--- src/voxel_visible_face_finder_defines.svh ---
// assertion macros shared by the voxel face finder modules
// expects clk and rst_n in the scope of every use
`ifndef VOXEL_VISIBLE_FACE_FINDER_DEFINES_SVH
`define VOXEL_VISIBLE_FACE_FINDER_DEFINES_SVH
`ifndef SYNTHESIS
// checked outside reset
`define VVFF_ASSERT(label, prop, msg) \
  label: assert property (@(posedge clk) disable iff (!rst_n) prop) \
    else $error(msg);
// checked on every edge, reset included
`define VVFF_ASSERT_ALWAYS(label, prop, msg) \
  label: assert property (@(posedge clk) prop) \
    else $error(msg);
`else
`define VVFF_ASSERT(label, prop, msg)
`define VVFF_ASSERT_ALWAYS(label, prop, msg)
`endif
`endif

--- src/vvff_pkg.sv ---
// shared types and constants for the voxel visible face finder
// no dependencies
package vvff_pkg;

  // default chunk edge length in voxels
  localparam int CHUNK_EDGE_DEF = 16;
  // vertices that one face adds to the running counter
  localparam logic [15:0] VERTS_PER_FACE = 16'd4;

  // face direction codes
  typedef logic [2:0] dir_t;
  localparam dir_t DIR_PX = 3'd0;
  localparam dir_t DIR_PY = 3'd1;
  localparam dir_t DIR_NX = 3'd2;
  localparam dir_t DIR_NY = 3'd3;
  localparam dir_t DIR_PZ = 3'd4;
  localparam dir_t DIR_NZ = 3'd5;

  // column read selects, in the order they are fetched
  typedef logic [2:0] rsel_t;
  localparam rsel_t RSEL_CENTER = 3'd0;
  localparam rsel_t RSEL_PX     = 3'd1;
  localparam rsel_t RSEL_PY     = 3'd2;
  localparam rsel_t RSEL_NX     = 3'd3;
  localparam rsel_t RSEL_NY     = 3'd4;
  // read step that only captures the last fetched column
  localparam rsel_t READ_LAST   = 3'd5;

  // controller to datapath commands
  typedef struct packed {
    logic  load;     // take the input item
    logic  clear;    // write zero at the clear address
    logic  wr_col;   // write the column mask of the held item
    logic  rd_en;    // read one column
    rsel_t rd_sel;
    logic  cap_en;   // capture the column read last cycle
    rsel_t cap_sel;
    logic  arm;      // load the face list from the captured bits
    logic  emit;     // move the next face into the output register
  } vvff_cmd_t;

  // datapath to controller status
  typedef struct packed {
    logic rem_any;   // query has at least one face
    logic rem_last;  // one face left in the list
    logic out_free;  // output register can take a face
  } vvff_sts_t;

endpackage

--- src/vvff_ram.sv ---
// generic single-port ram with registered read
// no dependencies
module vvff_ram #(
  parameter int WIDTH = 16,
  parameter int DEPTH = 256
) (
  input  logic                     clk,
  input  logic                     we,
  input  logic [$clog2(DEPTH)-1:0] addr,
  input  logic [WIDTH-1:0]         wdata,
  output logic [WIDTH-1:0]         rdata
);

  logic [WIDTH-1:0] mem [DEPTH];
  logic [WIDTH-1:0] rdata_r;

  // write or read one word per cycle
  always_ff @(posedge clk) begin
    if (we) begin
      mem[addr] <= wdata;
    end
    rdata_r <= mem[addr];
  end

  assign rdata = rdata_r;

endmodule

--- src/vvff_ctrl.sv ---
// controller of the voxel face finder: clear pass, column writes and reads, face emit
// depends on vvff_pkg and the shared assertion macros
`include "voxel_visible_face_finder_defines.svh"

module vvff_ctrl
  import vvff_pkg::*;
#(
  parameter int CHUNK_EDGE = CHUNK_EDGE_DEF,
  parameter int ADDR_W     = $clog2(CHUNK_EDGE * CHUNK_EDGE)
) (
  input  logic              clk,
  input  logic              rst_n,
  input  logic              in_tvalid,
  input  logic [0:0]        in_tuser,
  output logic              in_tready,
  input  vvff_sts_t         sts,
  output vvff_cmd_t         cmd,
  output logic [ADDR_W-1:0] clr_addr
);

  localparam int DEPTH = CHUNK_EDGE * CHUNK_EDGE;

  typedef enum logic [2:0] {
    ST_CLEAR,
    ST_IDLE,
    ST_WRITE,
    ST_READ,
    ST_CHECK,
    ST_EMIT
  } state_t;

  state_t            state_r, state_nxt;
  rsel_t             step_r, step_nxt;
  logic [ADDR_W-1:0] clr_addr_r, clr_addr_nxt;
  logic              rdy_r, rdy_nxt;

  // next state and commands
  always_comb begin
    state_nxt    = state_r;
    step_nxt     = step_r;
    clr_addr_nxt = clr_addr_r;
    cmd          = '0;
    case (state_r)
      ST_CLEAR: begin
        cmd.clear    = 1'b1;
        clr_addr_nxt = clr_addr_r + ADDR_W'(1);
        if (clr_addr_r == ADDR_W'(DEPTH - 1)) begin
          state_nxt = ST_IDLE;
        end
      end
      ST_IDLE: begin
        if (in_tvalid && rdy_r) begin
          cmd.load  = 1'b1;
          step_nxt  = RSEL_CENTER;
          state_nxt = in_tuser[0] ? ST_READ : ST_WRITE;
        end
      end
      ST_WRITE: begin
        cmd.wr_col = 1'b1;
        state_nxt  = ST_IDLE;
      end
      ST_READ: begin
        // issue one column read and capture the one before it
        if (step_r != READ_LAST) begin
          cmd.rd_en  = 1'b1;
          cmd.rd_sel = step_r;
        end
        if (step_r != RSEL_CENTER) begin
          cmd.cap_en  = 1'b1;
          cmd.cap_sel = step_r - 3'd1;
        end
        step_nxt = step_r + 3'd1;
        if (step_r == READ_LAST) begin
          state_nxt = ST_CHECK;
        end
      end
      ST_CHECK: begin
        cmd.arm   = 1'b1;
        state_nxt = sts.rem_any ? ST_EMIT : ST_IDLE;
      end
      ST_EMIT: begin
        if (sts.out_free) begin
          cmd.emit = 1'b1;
          if (sts.rem_last) begin
            state_nxt = ST_IDLE;
          end
        end
      end
      default: begin
        state_nxt = ST_IDLE;
      end
    endcase
    rdy_nxt = (state_nxt == ST_IDLE);
  end

  // state and registered outputs
  always_ff @(posedge clk) begin
    if (!rst_n) begin
      state_r    <= ST_CLEAR;
      step_r     <= RSEL_CENTER;
      clr_addr_r <= '0;
      rdy_r      <= 1'b0;
    end else begin
      state_r    <= state_nxt;
      step_r     <= step_nxt;
      clr_addr_r <= clr_addr_nxt;
      rdy_r      <= rdy_nxt;
    end
  end

  assign in_tready = rdy_r;
  assign clr_addr  = clr_addr_r;

  `VVFF_ASSERT(a_accept_leaves_idle, in_tvalid && rdy_r |=> !rdy_r, "ready after accept")
  `VVFF_ASSERT(a_step_range, state_r == ST_READ |-> step_r <= READ_LAST, "read step out of range")
  `VVFF_ASSERT(a_cap_after_rd, cmd.cap_en |-> $past(cmd.rd_en), "capture without read")

endmodule

--- src/vvff_datapath.sv ---
// datapath of the voxel face finder: column store, neighbor bits, face output
// depends on vvff_pkg, vvff_ram and the shared assertion macros
`include "voxel_visible_face_finder_defines.svh"

module vvff_datapath
  import vvff_pkg::*;
#(
  parameter int CHUNK_EDGE = CHUNK_EDGE_DEF,
  parameter int ADDR_W     = $clog2(CHUNK_EDGE * CHUNK_EDGE)
) (
  input  logic              clk,
  input  logic              rst_n,
  input  logic [23:0]       in_tdata,
  input  vvff_cmd_t         cmd,
  input  logic [ADDR_W-1:0] clr_addr,
  output vvff_sts_t         sts,
  output logic              out_tvalid,
  input  logic              out_tready,
  output logic [31:0]       out_tdata,
  output logic              out_tlast
);

  localparam int DEPTH = CHUNK_EDGE * CHUNK_EDGE;

  // held item
  logic [3:0] x_r, y_r, z_r;
  logic [4:0] h_r;

  // column store port
  logic                  ram_we;
  logic [ADDR_W-1:0]     ram_addr;
  logic [CHUNK_EDGE-1:0] ram_wdata, ram_rdata;

  // neighbor coordinates of the selected column
  rsel_t      csel;
  logic [4:0] nx, ny;
  logic       oob;
  logic [15:0] lin;
  logic       rd_oob_r;

  // captured bits
  logic       center_solid_r;
  logic [5:0] vis_r;
  logic [5:0] rem_r;

  // face selection
  dir_t       dir_sel;
  logic [5:0] pick;
  logic [5:0] rem_after;

  // output register and vertex counter
  logic        out_valid_r;
  logic [3:0]  fx_r, fy_r, fz_r;
  dir_t        fdir_r;
  logic [15:0] fv_r;
  logic        flast_r;
  logic [15:0] vcnt_r;

  function automatic logic col_bit(input logic [CHUNK_EDGE-1:0] w, input logic [5:0] k);
    logic [CHUNK_EDGE-1:0] s;
    s = w >> k;
    return s[0];
  endfunction

  // item register
  always_ff @(posedge clk) begin
    if (cmd.load) begin
      x_r <= in_tdata[3:0];
      y_r <= in_tdata[7:4];
      z_r <= in_tdata[11:8];
      h_r <= in_tdata[16:12];
    end
  end

  // coordinates of the column to access
  always_comb begin
    csel = cmd.rd_en ? cmd.rd_sel : RSEL_CENTER;
    nx   = {1'b0, x_r};
    ny   = {1'b0, y_r};
    oob  = 1'b0;
    case (csel)
      RSEL_PX: nx = {1'b0, x_r} + 5'd1;
      RSEL_PY: ny = {1'b0, y_r} + 5'd1;
      RSEL_NX: begin
        nx  = {1'b0, x_r} - 5'd1;
        oob = (x_r == 4'd0);
      end
      RSEL_NY: begin
        ny  = {1'b0, y_r} - 5'd1;
        oob = (y_r == 4'd0);
      end
      default: ;
    endcase
    if (int'(nx) >= CHUNK_EDGE || int'(ny) >= CHUNK_EDGE) begin
      oob = 1'b1;
    end
    lin = 16'(ny) * 16'(CHUNK_EDGE) + 16'(nx);
  end

  // store port: clear pass, column write, or column read
  always_comb begin
    ram_addr  = cmd.clear ? clr_addr : ADDR_W'(lin);
    ram_we    = cmd.clear || (cmd.wr_col && !oob);
    ram_wdata = cmd.clear ? '0 : ~({CHUNK_EDGE{1'b1}} << h_r);
  end

  vvff_ram #(
    .WIDTH (CHUNK_EDGE),
    .DEPTH (DEPTH)
  ) u_col_ram (
    .clk   (clk),
    .we    (ram_we),
    .addr  (ram_addr),
    .wdata (ram_wdata),
    .rdata (ram_rdata)
  );

  // capture neighbor bits as the reads return
  always_ff @(posedge clk) begin
    if (cmd.rd_en) begin
      rd_oob_r <= oob;
    end
    if (cmd.cap_en) begin
      case (cmd.cap_sel)
        RSEL_CENTER: begin
          // the voxel itself must lie inside the chunk
          center_solid_r <= !rd_oob_r && (int'(z_r) < CHUNK_EDGE) &&
                            col_bit(ram_rdata, {2'b00, z_r});
          vis_r[DIR_PZ]  <= !col_bit(ram_rdata, {2'b00, z_r} + 6'd1);
          vis_r[DIR_NZ]  <= (z_r == 4'd0) || !col_bit(ram_rdata, {2'b00, z_r} - 6'd1);
        end
        RSEL_PX: vis_r[DIR_PX] <= rd_oob_r || !col_bit(ram_rdata, {2'b00, z_r});
        RSEL_PY: vis_r[DIR_PY] <= rd_oob_r || !col_bit(ram_rdata, {2'b00, z_r});
        RSEL_NX: vis_r[DIR_NX] <= rd_oob_r || !col_bit(ram_rdata, {2'b00, z_r});
        RSEL_NY: vis_r[DIR_NY] <= rd_oob_r || !col_bit(ram_rdata, {2'b00, z_r});
        default: ;
      endcase
    end
  end

  // lowest pending face direction
  always_comb begin
    dir_sel = DIR_PX;
    for (int i = 5; i >= 0; i--) begin
      if (rem_r[i]) begin
        dir_sel = 3'(i);
      end
    end
    pick      = 6'd1 << dir_sel;
    rem_after = rem_r & ~pick;
  end

  // face list, output register and vertex counter
  always_ff @(posedge clk) begin
    if (!rst_n) begin
      rem_r       <= '0;
      out_valid_r <= 1'b0;
      vcnt_r      <= '0;
    end else begin
      if (cmd.arm) begin
        rem_r <= center_solid_r ? vis_r : 6'd0;
      end else if (cmd.emit) begin
        rem_r <= rem_after;
      end
      if (cmd.emit) begin
        out_valid_r <= 1'b1;
        vcnt_r      <= vcnt_r + VERTS_PER_FACE;
      end else if (out_tready) begin
        out_valid_r <= 1'b0;
      end
    end
  end

  always_ff @(posedge clk) begin
    if (cmd.emit) begin
      fx_r    <= x_r;
      fy_r    <= y_r;
      fz_r    <= z_r;
      fdir_r  <= dir_sel;
      fv_r    <= vcnt_r;
      flast_r <= (rem_after == 6'd0);
    end
  end

  assign sts.rem_any  = center_solid_r && (vis_r != 6'd0);
  assign sts.rem_last = ((rem_r & (rem_r - 6'd1)) == 6'd0);
  assign sts.out_free = !out_valid_r || out_tready;

  assign out_tvalid = out_valid_r;
  assign out_tdata  = {1'b0, fv_r, fdir_r, fz_r, fy_r, fx_r};
  assign out_tlast  = flast_r;

  `VVFF_ASSERT(a_emit_has_face, cmd.emit |-> rem_r != 6'd0, "emit with empty face list")
  `VVFF_ASSERT(a_vcnt_step, cmd.emit |=> vcnt_r == $past(vcnt_r) + VERTS_PER_FACE, "vertex step")
  `VVFF_ASSERT_ALWAYS(a_rst_out, !rst_n |=> !out_tvalid, "output valid after reset")

endmodule

--- src/voxel_visible_face_finder.sv ---
// column write: the column is written in ST_WRITE, then ready again; no item out
// face query: five single-port column ram reads set the pace; the first face is
// moved into the output register in ST_EMIT after the reads and ST_CHECK, then one
// face per cycle while the output register can take it
// after reset a clearing pass zeroes the column ram with in_tready low; the vertex
// counter resets to zero
module voxel_visible_face_finder
  import vvff_pkg::*;
#(
  parameter int CHUNK_EDGE = CHUNK_EDGE_DEF
) (
  input  logic        clk,
  input  logic        rst_n,
  input  logic        in_tvalid,
  output logic        in_tready,
  input  logic [23:0] in_tdata,   // pos_x, pos_y, pos_z, column_height, zero fill
  input  logic [0:0]  in_tuser,   // req_type
  output logic        out_tvalid,
  input  logic        out_tready,
  output logic [31:0] out_tdata,  // face_x, face_y, face_z, face_dir, first_vertex, zero fill
  output logic        out_tlast   // last_face
);

  localparam int ADDR_W = $clog2(CHUNK_EDGE * CHUNK_EDGE);

  vvff_cmd_t         cmd;
  vvff_sts_t         sts;
  logic [ADDR_W-1:0] clr_addr;

  // sequencer
  vvff_ctrl #(
    .CHUNK_EDGE (CHUNK_EDGE),
    .ADDR_W     (ADDR_W)
  ) u_ctrl (
    .clk       (clk),
    .rst_n     (rst_n),
    .in_tvalid (in_tvalid),
    .in_tuser  (in_tuser),
    .in_tready (in_tready),
    .sts       (sts),
    .cmd       (cmd),
    .clr_addr  (clr_addr)
  );

  // column store and face logic
  vvff_datapath #(
    .CHUNK_EDGE (CHUNK_EDGE),
    .ADDR_W     (ADDR_W)
  ) u_datapath (
    .clk        (clk),
    .rst_n      (rst_n),
    .in_tdata   (in_tdata),
    .cmd        (cmd),
    .clr_addr   (clr_addr),
    .sts        (sts),
    .out_tvalid (out_tvalid),
    .out_tready (out_tready),
    .out_tdata  (out_tdata),
    .out_tlast  (out_tlast)
  );

endmodule

--- config.mk ---
export PLATFORM = sky130hd
export DESIGN_NAME = voxel_visible_face_finder
export DESIGN_NICKNAME = d
export VERILOG_FILES = /design/src/vvff_pkg.sv /design/src/vvff_ram.sv /design/src/vvff_ctrl.sv /design/src/vvff_datapath.sv /design/src/voxel_visible_face_finder.sv
export VERILOG_INCLUDE_DIRS = /design/src /design/src/src
export SDC_FILE = /design/constraint.sdc
export NUM_CORES = 2
export LEC_CHECK = 0
export BUFFER_PORTS_ARGS = -buffer_cell sky130_fd_sc_hd__buf_2
export CAP_MARGIN = 0
export CELL_PAD_IN_SITES_DETAIL_PLACEMENT = 1
export CELL_PAD_IN_SITES_GLOBAL_PLACEMENT = 2
export CORE_AREA = 2 2 734 736
export DETAILED_ROUTE_END_ITERATION = 6
export DIE_AREA = 0 0 736 738
export PLACE_DENSITY = 0.59
export SYNTH_ARGS = -nofsm -noshare
export SYNTH_HDL_FRONTEND = slang
export SYNTH_HIERARCHICAL = 1
export SYNTH_SLANG_ARGS = --single-unit
export TNS_END_PERCENT = 1
--- constraint.sdc ---
create_clock -name clk -period 31.9 [get_ports clk]
set_input_delay 4.785 -clock clk [delete_from_list [all_inputs] [get_ports clk]]
set_output_delay 4.785 -clock clk [all_outputs]
set_load 0.01 [all_outputs]
==> impl_metrics.yaml <==
status:
  status: "completed"
clock_network:
  cts_buffers: 445
  cts_max_level: 5
  cts_tree: "built"
  ctsResizeCount: 0
  numClockSinks: 4203
  clk_pin_slew_worst_paths_ns: 0.06
  holdBufCountCts: 0
  clkLatencyLatePin_ns: 1.00
  post_cts_buffers: 0
  cts_buffer_depth: 4
  root_buffer: "clkbuf_16"
finish:
  layout-drive-gt1-share_pct: 28.2
  mostFrequentLayoutCells: "edfxtp_1, mux4_2, a22oi_1"
  final_common_cell: "edfxtp_1"
  postLayoutCellArea_um2: 185000
  seq_area_um2: 126000
  final_nets: 7637
  syn_to_final_growth_pct: 15.6
  multi_input_area_um2: 33200
  fillers: 51989
synthesis:
  ys_seq_area_share_pct: 78.5
  syn_area_um2: 160000
  synth_async_sr_flop_share_pct: 0
  synth-main-ff-cell: "edfxtp_1"
  ys_warn_count: 6
  synth_cells: 7154
  synth.distinct_cells: 58
  synth-seq-cells: 4203
  synth-edff-count: 4151
  syn_area_per_cell_um2: 22.4
placed_design:
  dpl-instance-area_um2: 171000
  dp_hpwl_um: 248000
  port_buffers: 53
  gp_congestion: 0.767
hold_path:
  min_path_type: "register to register"
power_and_ir_drop:
  seqPwrFrac_pct: 51.8
  pwr-share-comb_pct: 4.6
  vdd.ir_drop.worst_uv: 50.3
  p_per_area_nw_per_um2: 62.4
  intPower_uw: 9100
  p_leak_uw: 0.0553
  p_total_uw: 11600
  clkPwrFrac_pct: 43.6
  power.switching_uw: 2450
  p_sw_share_pct: 21.2
floorplanning:
  ios: 64
  dieWidth_um: 736
  rows: 269
  coreArea_um2: 535000
  start_util_pct: 29.9
  dieArea_um2: 543000
  die_y_um: 738
route:
  ant_nets: 0
  wl_per_cell_um: 29.0
  wirelength_um: 435000
  drtIter0Drc: 7603
  vias: 76279
  first_pass_iters: 5
  route.detailed.drc: 0
  routed_via_density: 5.08
worst_setup_path:
  worst_ep_arrival_time_ns: 10.46
  crit_type: "register to register"
  r2r_slack_ns: 22.25
  end_kind: "register"
  critPathMaxFanout: 46
  start_kind: "register"
  cp.required_ns: 32.71
timing:
  worst_slew_pin_slew_ns: 1.44
  fin_crit_ns: 9.65
  setup-tns-final_ns: 0
  hold_viol: 0
  finalSetupViolCount: 0
  fin_worst_skew_ns: 0.0690
  max_freq_mhz: 104
  post-route-period-util_pct: 30.2
  slew_violations: 0
  rsz0062_at_grt: "no"
  slew_headroom_pct: 4.03
grt:
  grt_max_degree: 195
  antenna_found_initial: 20
  grt_pass1_wl_um: 617000
  grt_pass1_vias: 80378
  globalRouteTotalUtil_pct: 15.7
  grt.overflow.total: 0
flow_run:
  cap_violations: 0
==> path summary, 6_finish.rpt <==
check,startpoint,end,cells after the start
worst min register to register,u_datapath/vcnt_r[15],u_datapath/fv_r[15],0
worst max register to register,u_ctrl/state_r[0],u_datapath/u_col_ram/rdata[15],17
worst min-delay path,u_datapath/vcnt_r[15],u_datapath/fv_r[15],0
worst max-delay path,u_ctrl/state_r[0],u_datapath/u_col_ram/rdata[15],17
==> worst max-delay path: stages, from the launching register on <==
cell      delay, ns
dfxtp_1        0.49
nand3b_1       0.28
a21oi_1        0.44
and2_1         0.24
nand3b_1       0.30
xor2_1         0.29
o21ai_4        0.48
buf_4          0.59
buf_4          0.68
buf_4          0.72
buf_4          0.67
buf_4          0.75
buf_4          0.86
mux4_2         0.60
a22oi_1        0.31
a21oi_1        0.19
o41ai_1        1.08
nand4_1        0.21
==> per-layer routing <==
| metal | wire [um] | vias to the layer above | global-route usage (%) |
|---|---|---|---|
| li1 | - | 31496 | - |
| met2 | 213000 | 2197 | 26.2 |
| met4 | 8860 | 0 | 3.27 |
| met1 | 187000 | 42067 | 21.7 |
| met5 | 0 | - | 0 |
| met3 | 26600 | 519 | 2.67 |
==> area by class of cell <==
type / instances / area share (%)
sequential: 4203 / 67.9
multi-input combinational: 2497 / 17.9
tap: 7046 / 4.76
antenna: 8 / 0.0108
inverter: 16 / 0.0324
timing repair buffer: 426 / 1.78
clock inverter: 262 / 1.30
clock buffer: 547 / 6.29
==> flip-flops by register name (all words and copies together) (netlist names), 5 cells and up <==
| name | cells |
|---|---|
| u_ctrl/clr_addr | 8 |
| u_datapath/fv_r | 14 |
| u_datapath/h_r | 5 |
| u_datapath/rem_r | 6 |
| u_datapath/u_col_ram/mem | 4096 |
| u_datapath/u_col_ram/rdata | 16 |
| u_datapath/vcnt_r | 14 |
| u_datapath/vis_r | 6 |
==> synth_stat cells (3+ instances only) <==
| master | instances | share of area [%] |
|---|---|---|
| a211oi_1 | 5 | 0.023 |
| mux4_2 | 1025 | 14 |
| edfxtp_1 | 4151 | 78 |
| o21ai_0 | 21 | 0.066 |
| o21a_1 | 4 | 0.019 |
| mux2_2 | 4 | 0.028 |
| buf_2 | 77 | 0.24 |
| a21oi_1 | 273 | 0.85 |
| o22ai_1 | 3 | 0.012 |
| nand3b_1 | 3 | 0.014 |
| buf_6 | 28 | 0.20 |
| nor2_1 | 256 | 0.60 |
| nand4_1 | 24 | 0.094 |
| xor2_1 | 7 | 0.038 |
| nand2b_1 | 9 | 0.035 |
| nand3_1 | 28 | 0.087 |
| mux2i_1 | 12 | 0.075 |
| ha_1 | 17 | 0.13 |
| clkbuf_1 | 261 | 0.61 |
| buf_4 | 19 | 0.089 |
| nor3_1 | 39 | 0.12 |
| a21boi_0 | 5 | 0.023 |
| mux4_1 | 11 | 0.18 |
| inv_1 | 14 | 0.033 |
| o41ai_1 | 66 | 0.36 |
| and2_1 | 26 | 0.10 |
| xnor2_1 | 20 | 0.11 |
| a21o_1 | 3 | 0.014 |
| dfxtp_1 | 52 | 0.65 |
| nor2b_1 | 15 | 0.059 |
| buf_1 | 54 | 0.13 |
| a22oi_1 | 512 | 2.4 |
| nor3b_1 | 4 | 0.019 |
| and3_1 | 9 | 0.035 |
| or3_1 | 8 | 0.031 |
| nand2_1 | 59 | 0.14 |
==> power groups by stage <==
stage | clock [uW] | combinational, uW | sequential [uW]
after floorplan | 0 | 370 | 6110
after global placement | 0 | 538 | 6110
after detailed placement | 0 | 542 | 6110
after CTS | 5150 | 544 | 5990
after global routing | 5340 | 565 | 5990
final | 5040 | 529 | 5990
==> per-stage QoR <==
stage / util, % / instances / worst slack, ns / hold WS [ns]
floorplan: - / 7156 / 14.73 / 0.421
global placement: 32.0 / 14188 / 22.09 / 0.432
detailed placement: 32.0 / 14188 / 22.04 / 0.451
CTS: 34.6 / 14997 / 21.96 / 0.466
global route: 34.6 / 14998 / 21.31 / 0.488
finish: 34.6 / 15005 / 22.25 / 0.472
==> kinds of logic (layout without fill, tap and decap cells) <==
| logic type | after synthesis | count (layout) | share of synthesized area (%) |
|---|---|---|---|
| adder cells (fa/ha/maj) | 19 | 19 | 0.158 |
| multiplexers | 1052 | 1052 | 14.7 |
| XOR/XNOR | 27 | 27 | 0.148 |
| buffers and inverters | 456 | 1251 | 1.31 |
| AO/OA/AOI/OAI | 906 | 906 | 3.84 |
| flip-flops | 4203 | 4203 | 78.5 |
| AND/OR/NAND/NOR | 490 | 490 | 1.39 |
| other | 1 | 11 | 0.00234 |
Note: power is estimated with default switching activity, not from simulation.
